[config.mk]
export PLATFORM = sky130hd
export DESIGN_NAME = polyphonic_adsr_envelope
export DESIGN_NICKNAME = d
export VERILOG_FILES = /design/src/sv/pae_pkg.sv /design/src/sv/pae_cfg_regs.sv /design/src/sv/pae_lane_step.sv /design/src/sv/polyphonic_adsr_envelope.sv
export SDC_FILE = /design/constraint.sdc
export NUM_CORES = 1
export LEC_CHECK = 0
export ABC_CLOCK_PERIOD_IN_PS = 35400
export BUFFER_PORTS_ARGS = -buffer_cell sky130_fd_sc_hd__buf_2
export CORE_MARGIN = 5
export CORE_UTILIZATION = 35
export DETAILED_ROUTE_END_ITERATION = 8
export GPL_TIMING_DRIVEN = 0
export SLEW_MARGIN = 25
export SYNTH_ARGS = -nofsm -noshare
export SYNTH_HDL_FRONTEND = slang
export SYNTH_SLANG_ARGS = --single-unit
[constraint.sdc]
create_clock -name clk -period 35.4 [get_ports clk]
set_input_delay 3.54 -clock clk [delete_from_list [all_inputs] [get_ports clk]]
set_output_delay 3.54 -clock clk [all_outputs]
set_load 0.05 [all_outputs]
[src/sv/pae_pkg.sv]
`timescale 1ns / 1ps

package pae_pkg;

  localparam int unsigned LEVEL_W = 25;
  localparam int unsigned RATE_W  = 16;
  localparam int unsigned CFG_W   = 64;

  localparam logic [LEVEL_W-1:0] FULL_SCALE = 25'h100_0000;

  localparam logic [CFG_W-1:0] ATTACK_RESET  = 64'd3569438644979184009;
  localparam logic [CFG_W-1:0] DECAY_RESET   = 64'd2141775778696207801;
  localparam logic [CFG_W-1:0] SUSTAIN_RESET = 64'd9223512776490647552;
  localparam logic [CFG_W-1:0] RELEASE_RESET = 64'd3569438644979184009;

  typedef enum logic [1:0] {
    CFG_ATTACK  = 2'd0,
    CFG_DECAY   = 2'd1,
    CFG_SUSTAIN = 2'd2,
    CFG_RELEASE = 2'd3
  } cfg_idx_t;

  typedef enum logic [1:0] {
    CMD_TICK    = 2'd0,
    CMD_TRIGGER = 2'd1,
    CMD_RELEASE = 2'd2,
    CMD_STOP    = 2'd3
  } cmd_t;

  typedef enum logic [2:0] {
    PH_ATTACK  = 3'd0,
    PH_DECAY   = 3'd1,
    PH_SUSTAIN = 3'd2,
    PH_RELEASE = 3'd3,
    PH_OFF     = 3'd4
  } phase_t;

  typedef struct packed {
    logic [1:0] command;
    logic [2:0] lane;
    logic [1:0] channel;
  } in_item_t;

  typedef struct packed {
    logic [LEVEL_W-1:0] level;
    logic               running;
    logic [2:0]         lane_out;
  } out_item_t;

  // settings of one channel, picked out of the four config words
  typedef struct packed {
    logic [RATE_W-1:0] attack;
    logic [RATE_W-1:0] decay;
    logic [RATE_W-1:0] sustain;
    logic [RATE_W-1:0] rel;
  } chan_cfg_t;

  typedef struct packed {
    phase_t             phase;
    logic [LEVEL_W-1:0] level;
  } lane_st_t;

endpackage

[src/sv/pae_cfg_regs.sv]
`timescale 1ns / 1ps

module pae_cfg_regs (
  input  logic                     clk,
  input  logic                     rst_n,
  input  logic                     cfg_we,
  input  logic [1:0]               cfg_addr,
  input  logic [pae_pkg::CFG_W-1:0] cfg_wdata,
  input  logic [1:0]               chan_sel,
  output pae_pkg::chan_cfg_t       chan_cfg
);
  import pae_pkg::*;

  logic [CFG_W-1:0] attack_r;
  logic [CFG_W-1:0] decay_r;
  logic [CFG_W-1:0] sustain_r;
  logic [CFG_W-1:0] release_r;

  always_ff @(posedge clk) begin
    if (!rst_n) begin
      attack_r  <= ATTACK_RESET;
      decay_r   <= DECAY_RESET;
      sustain_r <= SUSTAIN_RESET;
      release_r <= RELEASE_RESET;
    end else if (cfg_we) begin
      unique case (cfg_idx_t'(cfg_addr))
        CFG_ATTACK:  attack_r  <= cfg_wdata;
        CFG_DECAY:   decay_r   <= cfg_wdata;
        CFG_SUSTAIN: sustain_r <= cfg_wdata;
        CFG_RELEASE: release_r <= cfg_wdata;
        default: ;
      endcase
    end
  end

  // channel c sits in bits 16c+15..16c of each word
  always_comb begin
    chan_cfg.attack  = attack_r[RATE_W*chan_sel +: RATE_W];
    chan_cfg.decay   = decay_r[RATE_W*chan_sel +: RATE_W];
    chan_cfg.sustain = sustain_r[RATE_W*chan_sel +: RATE_W];
    chan_cfg.rel     = release_r[RATE_W*chan_sel +: RATE_W];
  end

endmodule

[src/sv/pae_lane_step.sv]
`timescale 1ns / 1ps

module pae_lane_step (
  input  pae_pkg::cmd_t      cmd,
  input  pae_pkg::lane_st_t  cur,
  input  pae_pkg::chan_cfg_t cfg,
  output pae_pkg::lane_st_t  nxt
);
  import pae_pkg::*;

  logic [LEVEL_W-1:0] sus;
  logic [LEVEL_W:0]   sum;
  logic [LEVEL_W-1:0] lv;
  logic [LEVEL_W-1:0] diff;
  phase_t             ph;

  always_comb begin
    sus  = {1'b0, cfg.sustain, 8'b0};
    ph   = cur.phase;
    lv   = cur.level;
    sum  = '0;
    diff = '0;
    case (cmd_t'(cmd))
      CMD_TICK: begin
        case (ph)
          PH_ATTACK, PH_DECAY, PH_SUSTAIN, PH_RELEASE: begin
            if (ph == PH_ATTACK) begin
              sum = {1'b0, lv} + {{(LEVEL_W+1-RATE_W){1'b0}}, cfg.attack};
              if (cfg.attack == '0 || lv >= FULL_SCALE) begin
                lv = FULL_SCALE;
                ph = PH_DECAY;
              end else if (sum > {1'b0, FULL_SCALE}) begin
                lv = FULL_SCALE;
              end else begin
                lv = sum[LEVEL_W-1:0];
              end
            end
            // attack may fall through into decay in the same sample
            if (ph == PH_DECAY) begin
              diff = lv - sus;
              if (cfg.decay == '0 || lv <= sus) begin
                lv = sus;
                ph = PH_SUSTAIN;
              end else if (diff > {{(LEVEL_W-RATE_W){1'b0}}, cfg.decay}) begin
                lv = lv - {{(LEVEL_W-RATE_W){1'b0}}, cfg.decay};
              end else begin
                lv = sus;
              end
            end
            if (ph == PH_RELEASE) begin
              if (cfg.rel == '0 || lv == '0) begin
                lv = '0;
                ph = PH_OFF;
              end else if (lv > {{(LEVEL_W-RATE_W){1'b0}}, cfg.rel}) begin
                lv = lv - {{(LEVEL_W-RATE_W){1'b0}}, cfg.rel};
              end else begin
                lv = '0;
              end
            end
          end
          default: begin
            ph = PH_OFF;
            lv = '0;
          end
        endcase
      end
      CMD_TRIGGER: ph = PH_ATTACK;
      CMD_RELEASE: ph = PH_RELEASE;
      default:     ph = PH_OFF;
    endcase
    nxt.phase = ph;
    nxt.level = lv;
  end

endmodule

[src/sv/polyphonic_adsr_envelope.sv]
`timescale 1ns / 1ps
// channel  direction  handshake          payload
// in_      input      in_valid/in_stall  in_item_t  (command, lane, channel)
// out_     output     out_valid/out_stall out_item_t (level, running, lane_out)
// cfg_     input      cfg_we             cfg_addr, cfg_wdata (64 bits)
//
// one item per cycle sustained while out_stall is low; an accepted item passes
// through the input register, then the result register, before it is presented
// the lane update (add, compare, clamp) sits between the input register
// and the result register, so a command on the same lane may follow at once
// reset clears all lanes to off at level zero and loads the default settings
// a stall on the result side holds the result register, then the input
// register, then raises in_stall

module polyphonic_adsr_envelope #(
  parameter int LANES         = 8,
  parameter int CHANNEL_COUNT = 4
) (
  input  logic                      clk,
  input  logic                      rst_n,
  input  logic                      in_valid,
  output logic                      in_stall,
  input  pae_pkg::in_item_t         in_data,
  output logic                      out_valid,
  input  logic                      out_stall,
  output pae_pkg::out_item_t        out_data,
  input  logic                      cfg_we,
  input  logic [1:0]                cfg_addr,
  input  logic [pae_pkg::CFG_W-1:0] cfg_wdata
);
  import pae_pkg::*;

  localparam int LW = (LANES > 1) ? $clog2(LANES) : 1;

  in_item_t           a_r;
  logic               a_valid_r;
  out_item_t          out_r;
  logic               out_valid_r;

  phase_t             phase_r [LANES];
  logic [LEVEL_W-1:0] level_r [LANES];
  logic [1:0]         chan_r  [LANES];

  logic               b_ready;
  logic               a_ready;
  logic               fire_ab;
  logic [LW-1:0]      idx;
  logic               lane_ok;
  logic [1:0]         ch_sat;
  chan_cfg_t          chan_cfg;
  lane_st_t           cur_st;
  lane_st_t           nxt_st;
  out_item_t          out_nxt;

  assign b_ready  = !out_valid_r || !out_stall;
  assign a_ready  = !a_valid_r || b_ready;
  assign fire_ab  = a_valid_r && b_ready;
  assign in_stall = !a_ready;

  assign idx     = LW'(a_r.lane);
  assign lane_ok = 32'(a_r.lane) < LANES;
  assign ch_sat  = (32'(a_r.channel) >= CHANNEL_COUNT) ? 2'(CHANNEL_COUNT - 1) : a_r.channel;

  assign cur_st.phase = phase_r[idx];
  assign cur_st.level = level_r[idx];

  pae_cfg_regs u_cfg (
    .clk      (clk),
    .rst_n    (rst_n),
    .cfg_we   (cfg_we),
    .cfg_addr (cfg_addr),
    .cfg_wdata(cfg_wdata),
    .chan_sel (chan_r[idx]),
    .chan_cfg (chan_cfg)
  );

  pae_lane_step u_step (
    .cmd(cmd_t'(a_r.command)),
    .cur(cur_st),
    .cfg(chan_cfg),
    .nxt(nxt_st)
  );

  always_comb begin
    out_nxt.lane_out = a_r.lane;
    if (lane_ok) begin
      out_nxt.level   = nxt_st.level;
      out_nxt.running = (nxt_st.phase != PH_OFF);
    end else begin
      out_nxt.level   = '0;
      out_nxt.running = 1'b0;
    end
  end

  always_ff @(posedge clk) begin
    if (!rst_n) begin
      a_valid_r   <= 1'b0;
      out_valid_r <= 1'b0;
    end else begin
      if (a_ready) begin
        a_valid_r <= in_valid;
      end
      if (b_ready) begin
        out_valid_r <= a_valid_r;
      end
    end
  end

  always_ff @(posedge clk) begin
    if (a_ready && in_valid) begin
      a_r <= in_data;
    end
    if (fire_ab) begin
      out_r <= out_nxt;
    end
  end

  always_ff @(posedge clk) begin
    if (!rst_n) begin
      for (int i = 0; i < LANES; i++) begin
        phase_r[i] <= PH_OFF;
        level_r[i] <= '0;
        chan_r[i]  <= '0;
      end
    end else if (fire_ab && lane_ok) begin
      phase_r[idx] <= nxt_st.phase;
      level_r[idx] <= nxt_st.level;
      if (cmd_t'(a_r.command) == CMD_TRIGGER) begin
        chan_r[idx] <= ch_sat;
      end
    end
  end

  assign out_valid = out_valid_r;
  assign out_data  = out_r;

  a_level_range: assert property (@(posedge clk) disable iff (!rst_n)
    out_valid_r |-> out_r.level <= FULL_SCALE)
    else $error("level above full scale");

  a_bad_lane: assert property (@(posedge clk) disable iff (!rst_n)
    (out_valid_r && 32'(out_r.lane_out) >= LANES) |-> (out_r.level == '0 && !out_r.running))
    else $error("out-of-range lane reported activity");

  a_trigger_runs: assert property (@(posedge clk) disable iff (!rst_n)
    (fire_ab && lane_ok && cmd_t'(a_r.command) == CMD_TRIGGER) |=> out_r.running)
    else $error("trigger did not start the lane");

  a_stop_halts: assert property (@(posedge clk) disable iff (!rst_n)
    (fire_ab && cmd_t'(a_r.command) == CMD_STOP) |=> !out_r.running)
    else $error("stop left the lane running");

  a_stall_full: assert property (@(posedge clk) disable iff (!rst_n)
    in_stall |-> (a_valid_r && out_valid_r))
    else $error("input stalled with room in the pipeline");

endmodule
# Word level (Yosys, flattened, before mapping)
# Memories as Yosys holds them, arrays and structs flattened. A register that Yosys moved wholly into a read port is not among the register bits.
# Index checks and enable logic that the tools add are counted.
[totals] register_bits=294 ram_bits=240 input_bits=78 output_inout_bits=31 wordCells=112 n_memories=3
[op_classes] n_addsub=4 magnitude_cmp=5 n_eq_ne=11 n_shift=4 n_mux=47 n_reduce_logical=26
[mem_list] memory="level_r" depth=8 width=25 rd=1 rd_ports_with_merged_regs=1 write_ports=8 line_no="polyphonic_adsr_envelope.sv:41" source="logic [LEVEL_W-1:0] level_r [LANES];"
[mem_list] memory="phase_r" depth=8 width=3 rd=1 rd_ports_with_merged_regs=1 write_ports=8 line_no="polyphonic_adsr_envelope.sv:40" source="phase_t phase_r [LANES];"
[mem_list] memory="chan_r" depth=8 width=2 rd=1 rd_ports_with_merged_regs=1 write_ports=8 line_no="polyphonic_adsr_envelope.sv:42" source="logic [1:0] chan_r [LANES];"
[op_table] op="2-to-1 mux 25 bit" n=16
[op_table] op="variable part select 64 x 7 -> 16 bit" n=4
[op_table] op="2-to-1 mux 3 bit" n=18
[op_table] op="greater-than comparator 25 x 16 -> 1 bit" n=2
[op_table] op="subtractor 25 x 16 -> 25 bit" n=2
[op_table] op="logical NOT 16 bit" n=3
[op_table] op="adder 25 x 16 -> 26 bit" n=1
[op_table] op="greater-than comparator 26 x 25 -> 1 bit, second input constant" n=1
[op_table] op="greater-or-equal comparator 25 bit, second input constant" n=1
[op_table] op="<= comparator 25 x 24 -> 1 bit" n=1
[op_table] op="logical NOT 25 bit" n=1
[op_table] op="OR reduction 25 bit" n=1
[op_table] op="subtractor 25 x 24 -> 25 bit" n=1
[op_table] op="2-to-1 mux 1 bit" n=11
[op_table] op="equality test 3 x 2 -> 1 bit, second input constant" n=3
[op_table] op="one-hot mux 3 bit (3 select lines)" n=1
[op_table] op="AND reduction 2 bit" n=4
[op_table] op="equality test 2 bit, second input constant" n=3
[op_table] op="equality test 3 x 1 -> 1 bit, second input constant" n=2
[op_table] op="logical OR 1 bit" n=5
[op_table] op="equality test 2 x 1 -> 1 bit, second input constant" n=2
[op_table] op="logical NOT 1 bit" n=4
[op_table] op="logical NOT 2 bit" n=2
[op_table] op="OR reduction 4 bit" n=1
[op_table] op="6 further kinds" n=7

# Longest topological paths before layout
# Gate-level depths: netlist of run 1.
[depth] ltp_word=22 depth_mapped=61 mapped_depth_nobuf=53

# Hierarchy
# Synthesis of run 1 repeated with hierarchy kept, for this count alone.
[unflattened] cells_unflattened=2650 area_unflattened_um2=29542.1
[by_module_without_submodules] module="polyphonic_adsr_envelope" instances=1 cells_per_inst=713 area_per_inst_um2=12361.9 seq_area_each_um2=8388.0
[by_module_without_submodules] module="pae_cfg_regs" instances=1 cells_per_inst=1036 area_per_inst_um2=11300.8 seq_area_each_um2=5124.9
[by_module_without_submodules] module="pae_lane_step" instances=1 cells_per_inst=901 area_per_inst_um2=5879.4 seq_area_each_um2=0.0

# Least setup slack after synthesis of run 1
# Ideal clock, no wire load.
[synth_path] path_type="register -> register" from="register with a tool-made name" to="memory level_r[0][4], data pin" setup_time_ns=0.274 arrival_ns=12.818 t_required_ns=35.126 path_slack_ns=22.308 stages_incl_launch_ff=57 path_buffers=9 synth_period_minus_slack_ns=13.092 cell_sequence="dfxtp_1 -> buf_4 -> buf_6 -> buf_4 -> buf_2 -> buf_2 -> buf_2 -> buf_1 -> mux4_2 -> mux2i_1 -> inv_1 -> ha_1 -> a21o_1 -> a21o_1 -> a21o_1 -> a221o_1 -> a221oi_1 -> o21ai_0 -> (+21 left out) -> a21oi_1 -> a31oi_1 -> ha_1 -> o21ai_0 -> a21oi_1 -> o21ai_0 -> a21boi_0 -> o21a_1 -> nor2_1 -> o211ai_1 -> and3_1 -> o41ai_1 -> a21oi_1 -> o21ai_1 -> clkbuf_1 -> nor2_1 -> a221oi_2 -> nor2_1"
[synth_rtl] element="end: declaration" line_no="polyphonic_adsr_envelope.sv:41"

==> results of run 1 <==
metal layers:
layer / up-vias / wire length, um
li1: 12156 / -
met1: 13000 / 49500
met2: 1266 / 50800
met3: 214 / 10900
met4: 4 / 4300
met5: - / 23
sequential cells by signal, summed over array words and instances (netlist names), named ones only:
| register | cells |
|---|---|
| u_cfg.release_r | 64 |
| u_cfg.decay_r | 64 |
| ch_sat | 2 |
| chan_r | 16 |
| u_cfg.attack_r | 64 |
| a_valid_r | 1 |
| level_r | 200 |
| u_cfg.sustain_r | 64 |
| out_data | 29 |
| idx | 3 |
| phase_r | 24 |
| out_valid | 1 |
| a_r | 2 |
layout by cell type (no fill, tap or decap), types with 74 or more instances in the layout:
cell type	count
inv_1	77
nand2_1	794
a21boi_0	175
clkbuf_1	175
buf_2	121
edfxtp_1	276
nor2_1	298
ha_1	74
a21oi_1	141
nand3_1	161
mux2i_1	78
o21ai_0	81
dfxtp_1	261
cells by family (layout without fill, tap and decap cells):
kind of cell | after synthesis | after routing | share of synthesized area (%)
mux | 173 | 173 | 8.42
fa+ha+maj | 78 | 78 | 3.34
compound gates | 664 | 664 | 16.1
simple gates | 1508 | 1508 | 21.9
xor+xnor | 49 | 49 | 1.43
buf+inv | 296 | 522 | 3.94
flops | 537 | 537 | 44.9
other cells | 0 | 5 | 0
worst paths after layout:
path | start | to | cells after the start
worst min-delay path | u_cfg.release_r[46]$_SDFFE_PN0P_ | u_cfg.release_r[46]$_SDFFE_PN0P_ | 2
worst min register to register | u_cfg.release_r[46]$_SDFFE_PN0P_ | u_cfg.release_r[46]$_SDFFE_PN0P_ | 2
worst max-delay path | register | out_data[9]$_DFFE_PP_ | 56
worst max register to register | register | out_data[9]$_DFFE_PP_ | 56
stage by stage:
step | util [%] | total power [mW] | cell area (um^2) | setup WS (ns) | hold WS, ns
6_report | 40.3 | 1.87 | 34300 | 17.28 | 0.464
5_1_grt | 40.2 | 1.94 | 34300 | 16.37 | 0.482
4_1_cts | 40.2 | 1.86 | 34300 | 17.43 | 0.465
3_5_place_dp | 37.8 | 1.22 | 32300 | 17.46 | 0.456
3_3_place_gp | 37.6 | 1.22 | 32000 | 17.46 | 0.450
2_1_floorplan | - | 1.05 | 30100 | 22.31 | 0.440
cell type report:
cell class	count	area share, %
Antenna cell	5	0.0364
Tap cell	1144	4.17
Inverter	81	0.886
Sequential cell	537	39.4
Buffer	215	2.57
Clock inverter	31	1.05
Multi-Input combinational cell	2472	44.9
Clock buffer	79	4.85
Timing Repair Buffer	116	2.14
power groups by stage:
stage | combinational [mW] | sequential (mW) | clock (mW)
3_3_place_gp | 0.515 | 0.705 | 0
3_5_place_dp | 0.519 | 0.705 | 0
2_1_floorplan | 0.338 | 0.708 | 0
4_1_cts | 0.522 | 0.691 | 0.643
5_1_grt | 0.573 | 0.694 | 0.674
6_report | 0.536 | 0.692 | 0.639
critical path: cells and delay by family (launching register included):
kind / cells / cell delay (ns)
fa+ha+maj: 4 / 1.36
buf+inv: 8 / 3.49
simple gates: 17 / 3.96
xor+xnor: 1 / 0.18
flops: 1 / 0.31
mux: 3 / 1.75
compound gates: 23 / 6.74
==> summary.txt, run 1 <==
Critical Path RT: 35.76 ns
RSZ-0062 raised after global routing: no
Die X: 303 um
part of the Yosys area used for sequential elements: 44.9%
Period Utilization, post-route: 51.2%
register share of total power: 37.1%
die span in y: 303 um
Final Hold Vio Count: 0
setup repair bufs after CTS: 0
Worst setup EP type: register
internal power: 1.22 mW
synth top area cells: edfxtp_1 (28%), dfxtp_1 (17%), nand2_1 (10%)
violation count after the first detailed-route iteration: 3396
top_reg_cell synth: edfxtp_1
Root Driver: clkbuf_16
multi-input logic area: 0.0154 mm^2
H-tree levels: 2
clock power share: 34.2%
net count after synthesis: 3461
area of the mapped netlist: 0.0301 mm^2
Inserted Clock Buffers: 60
TNS Setup: 0 ns
routed vias: 26.6k
register area: 0.0135 mm^2
CTS resizes: 0
combinational power share: 28.7%
Post-CTS Hold Buffers: 0
met1 Usage GRT: 34.9%
top cells by count, synth: nand2_1 (802), nor2_1 (298), edfxtp_1 (276)
worst path arrival time: 18.48 ns
f_max: 0.0552 GHz
WL/cell: 24.7 um
Avg Cell Area, Syn: 9.10 um^2
final non-filler cell total: 4680
Setup CP Type: register to register
Placed Cells: 4564
outcome: finished clean
Die ar.: 0.0919 mm^2
Synth area leader: edfxtp_1
synthesis-stage register bit count: 537
Rows: 107
most frequent cell on the critical path: o21ai_0
GRT Total Usage: 24.5%
antenna violations before repair: 4
CTS Sinks: 537
final setup fails: 0
reg-to-reg slack, setup: 17.28 ns
Post-synth EDFFs: 276
M2 GR Usage: 37.5%
largest net degree at the start of global routing: 19
PwrDens: 54.4 mW/mm^2
Switching Share: 34.5%
VDD IR max: 40.0 uV
startpoint types: register
DP HPWL: 87.3 mm
Max Cap Viol: 0
Starting Density: 35.3%
share of layout cells above drive strength 1: 11.8%
yosys synthesis warning count: 0
GR Layer Usage met3: 4.82%
most common cell in the netlist: nand2_1
Synth top area share: 27.6%
via/cell ratio: 5.69
clk buf depth: 3
largest fanout on the critical path: 10
Leak Pwr: 13.0 nW
Least-Margin Pin Slew: 1.13 ns
grt ovf: 0
area delta synth->final: 14.2%
Routed WL: 116 mm
Layout Skew: 0.0505 ns
Worst Hold Class: register to register
Final Slew Violations: 0
Final min period: 18.12 ns
CP max-delay cell: mux2i_1
Mapped Cells: 3305
num ports: 109
area of the core: 0.0853 mm^2
max incr delay on CP: 0.85 ns
Worst-Skew Late Latency: 0.65 ns
fin nets: 3639
DR pass1 iterations: 8
antenna violation net count after detailed routing: 0
Layout fillers: 8522
Final GP Congestion: 0.965
Most Used Layer, Global Route: met2
max_slew headroom: 22.5%
vias in the first global route: 24.9k
library cells used by synthesis: 104
Reg clk slew, reported paths: 0.06 ns
Residual DRC: 0
CTS tree: done
I/O Buffers: 106
first-pass GRT wire length: 167 mm
Net Switching: 0.644 mW
post-synthesis async set-or-reset flop share: 0%
(Power assumes the default switching activity.)
==> run 2, diff against run 1 <==
--- a/config.mk
+++ b/config.mk
@@ -5,7 +5,8 @@
 export SDC_FILE = /design/constraint.sdc
 export NUM_CORES = 1
 export LEC_CHECK = 0
-export ABC_CLOCK_PERIOD_IN_PS = 35400
+export ABC_AREA = 1
+export ABC_CLOCK_PERIOD_IN_PS = 17300
 export BUFFER_PORTS_ARGS = -buffer_cell sky130_fd_sc_hd__buf_2
 export CORE_MARGIN = 5
 export CORE_UTILIZATION = 35
==> constraint.sdc (replaced) <==
create_clock -name clk -period 17.3 [get_ports clk]
set_input_delay 1.73 -clock clk [delete_from_list [all_inputs] [get_ports clk]]
set_output_delay 1.73 -clock clk [all_outputs]
set_load 0.05 [all_outputs]
==> run 2 against run 1 <==
Compared with the run above: critical path depth grew 22; sequential cell count is the same; die area fell by 1.5%; count of clock-buffer cells in the layout rose by 3; area after synthesis shrank 1.6%; first-iteration DRC count is 8.9% lower; final cell count rose by 10%; cell area shrank 1.7%; synthesized cell count up 15%; largest power group is now combinational logic; clock skew shrank 0.013 ns.
==> summary.txt, run 2 <==
outcome: finished clean
part of the Yosys area used for sequential elements: 45.6%
setup repair bufs after CTS: 0
worst path arrival time: 15.32 ns
Final min period: 14.85 ns
violation count after the first detailed-route iteration: 3093
largest fanout on the critical path: 10
most common cell after layout, fill and taps aside: nand2_1
PwrDens: 125 mW/mm^2
top_reg_cell synth: edfxtp_1
f_max: 0.0673 GHz
Least-Margin Pin Slew: 0.965 ns
die span in y: 301 um
Layout fillers: 8798
DP HPWL: 87.2 mm
RSZ-0062 raised after global routing: no
Max Cap Viol: 0
Setup CP Type: register to register
first-pass GRT wire length: 172 mm
CTS Sinks: 537
Die ar.: 0.0905 mm^2
Post-CTS Hold Buffers: 0
I/O Buffers: 108
Critical Path RT: 17.78 ns
Top reg by flops: level_r
clk buf depth: 3
Avg Cell Area, Syn: 7.77 um^2
Post-synth EDFFs: 276
CTS tree: done
vias in the first global route: 26.3k
Mapped Cells: 3808
max_slew headroom: 35.7%
grt ovf: 0
max reg flops: 200
area of the core: 0.0838 mm^2
antenna violation net count after detailed routing: 0
library cells used by synthesis: 64
Final GP Congestion: 0.987
Root Driver: clkbuf_16
DR pass1 iterations: 6
Inserted Clock Buffers: 58
largest net degree at the start of global routing: 28
Routed WL: 119 mm
setup ws final: 2.45 ns
VDD IR max: 85.0 uV
WL/cell: 23.1 um
Residual DRC: 0
Final Slew Violations: 0
startpoint types: register
Power Total: 4.22 mW
Worst Hold Class: register to register
most common cell in the netlist: nand2_1
fin nets: 4141
via/cell ratio: 5.54
routed vias: 28.6k
Period Utilization, post-route: 85.8%
Worst setup EP type: register
Worst-Skew Late Latency: 0.64 ns
worst slack at placement: 2.89 ns
Final Hold Vio Count: 0
H-tree levels: 2
GRT Total Usage: 25.2%
Rows: 106
area delta synth->final: 14.0%
Starting Density: 35.3%
final core occ: 40.3%
final setup fails: 0
yosys synthesis warning count: 0
Layout Skew: 0.0376 ns
Area after DPL: 0.0318 mm^2
num ports: 109
share of layout cells above drive strength 1: 10.5%
fin area: 0.0337 mm^2
synth top area cells: edfxtp_1 (28%), dfxtp_1 (18%), nand2_1 (11%)
Reg clk slew, reported paths: 0.06 ns
synthesis-stage register bit count: 537
post-synthesis async set-or-reset flop share: 0%
net count after synthesis: 3964
most frequent cell on the critical path: nand2_1
area of the mapped netlist: 0.0296 mm^2
most frequent cells in the layout: nand2_1 (852), nor2_1 (568), a21oi_1 (312), o21ai_0 (308), edfxtp_1 (276)
top cells by count, synth: nand2_1 (860), nor2_1 (568), a21oi_1 (312)
CTS resizes: 0
CP max-delay cell: clkbuf_1
antenna violations before repair: 2
Leak Pwr: 14.1 nW
TNS Setup: 0 ns
Synth top area share: 28.0%
Die X: 301 um
max incr delay on CP: 0.56 ns
Synth area leader: edfxtp_1
run 2: cell count changes after synthesis, sizes merged, moves of 100 or more:
cell / before / now
a21boi: 176 / 1
nand3: 162 / 262
a21oi: 143 / 312
o21ai: 91 / 357
nor2: 298 / 603
inv: 78 / 252
run 2: logic make-up after synthesis:
family / after synthesis / synth area share (%)
and+or+nand+nor: 1876 / 27.8
AOI/OAI and AO/OA: 792 / 15.0
adders and majority gates: 78 / 3.40
buffers and inverters: 474 / 6.65
xor gates and xnor gates: 51 / 1.51
DFF: 537 / 45.6
run 2: critical path, delay by kind of cell, from the launching register on:
kind            cells  cell delay, ns
compound gates     14            3.17
flops               1            0.42
fa+ha+maj           4            1.40
buf+inv            17            4.35
simple gates       42            5.13
xor+xnor            1            0.16
run 2: through the flow:
step,hold WS [ns],instances
2_1_floorplan,0.420,3808
3_3_place_gp,0.432,5050
3_5_place_dp,0.440,5059
4_1_cts,0.452,5166
5_1_grt,0.469,5166
6_report,0.456,5169
run 2: power by group:
part	switching, mW	total (mW)	internal [mW]	leakage [nW]
Sequential	0.0247	1.42	1.40	4.94
Clock	0.542	1.28	0.734	0.936
Combinational	1.06	1.52	0.457	8.23
Total	1.63	4.22	2.59	14.1
run 2: worst paths after layout:
| kind | startpoint | depth (start not counted) | endpoint | slack (ns) |
|---|---|---|---|---|
| worst max register to register | register | 78 | level_r[3][17]$_SDFFCE_PN0P_ | 2.45 |
| worst min-delay path | u_cfg.decay_r[49]$_SDFFE_PN0P_ | 2 | u_cfg.decay_r[49]$_SDFFE_PN0P_ | 0.46 |
| worst min register to register | u_cfg.decay_r[49]$_SDFFE_PN0P_ | 2 | u_cfg.decay_r[49]$_SDFFE_PN0P_ | 0.46 |
| worst max-delay path | register | 78 | level_r[3][17]$_SDFFCE_PN0P_ | 2.45 |
run 2: layout make-up:
type | instances | area [um^2] | share of cell area [%]
Timing Repair Buffer | 117 | 758 | 2.25
Inverter | 256 | 971 | 2.88
Clock buffer | 82 | 1630 | 4.84
Clock inverter | 25 | 298 | 0.882
Tap cell | 1134 | 1420 | 4.20
Buffer | 218 | 997 | 2.96
Sequential cell | 537 | 13500 | 40.0
Multi-Input combinational cell | 2797 | 14100 | 41.9
Antenna cell | 3 | 7.51 | 0.0222
run 2: per-layer routing:
layer  part of all wire, %  track usage (%)  routed length, um
met5                 0.017                0                 20
met4                   6.5             13.4               7710
met3                    10             5.21              11900
met2                    44             39.8              52300
met1                    40             32.7              47200
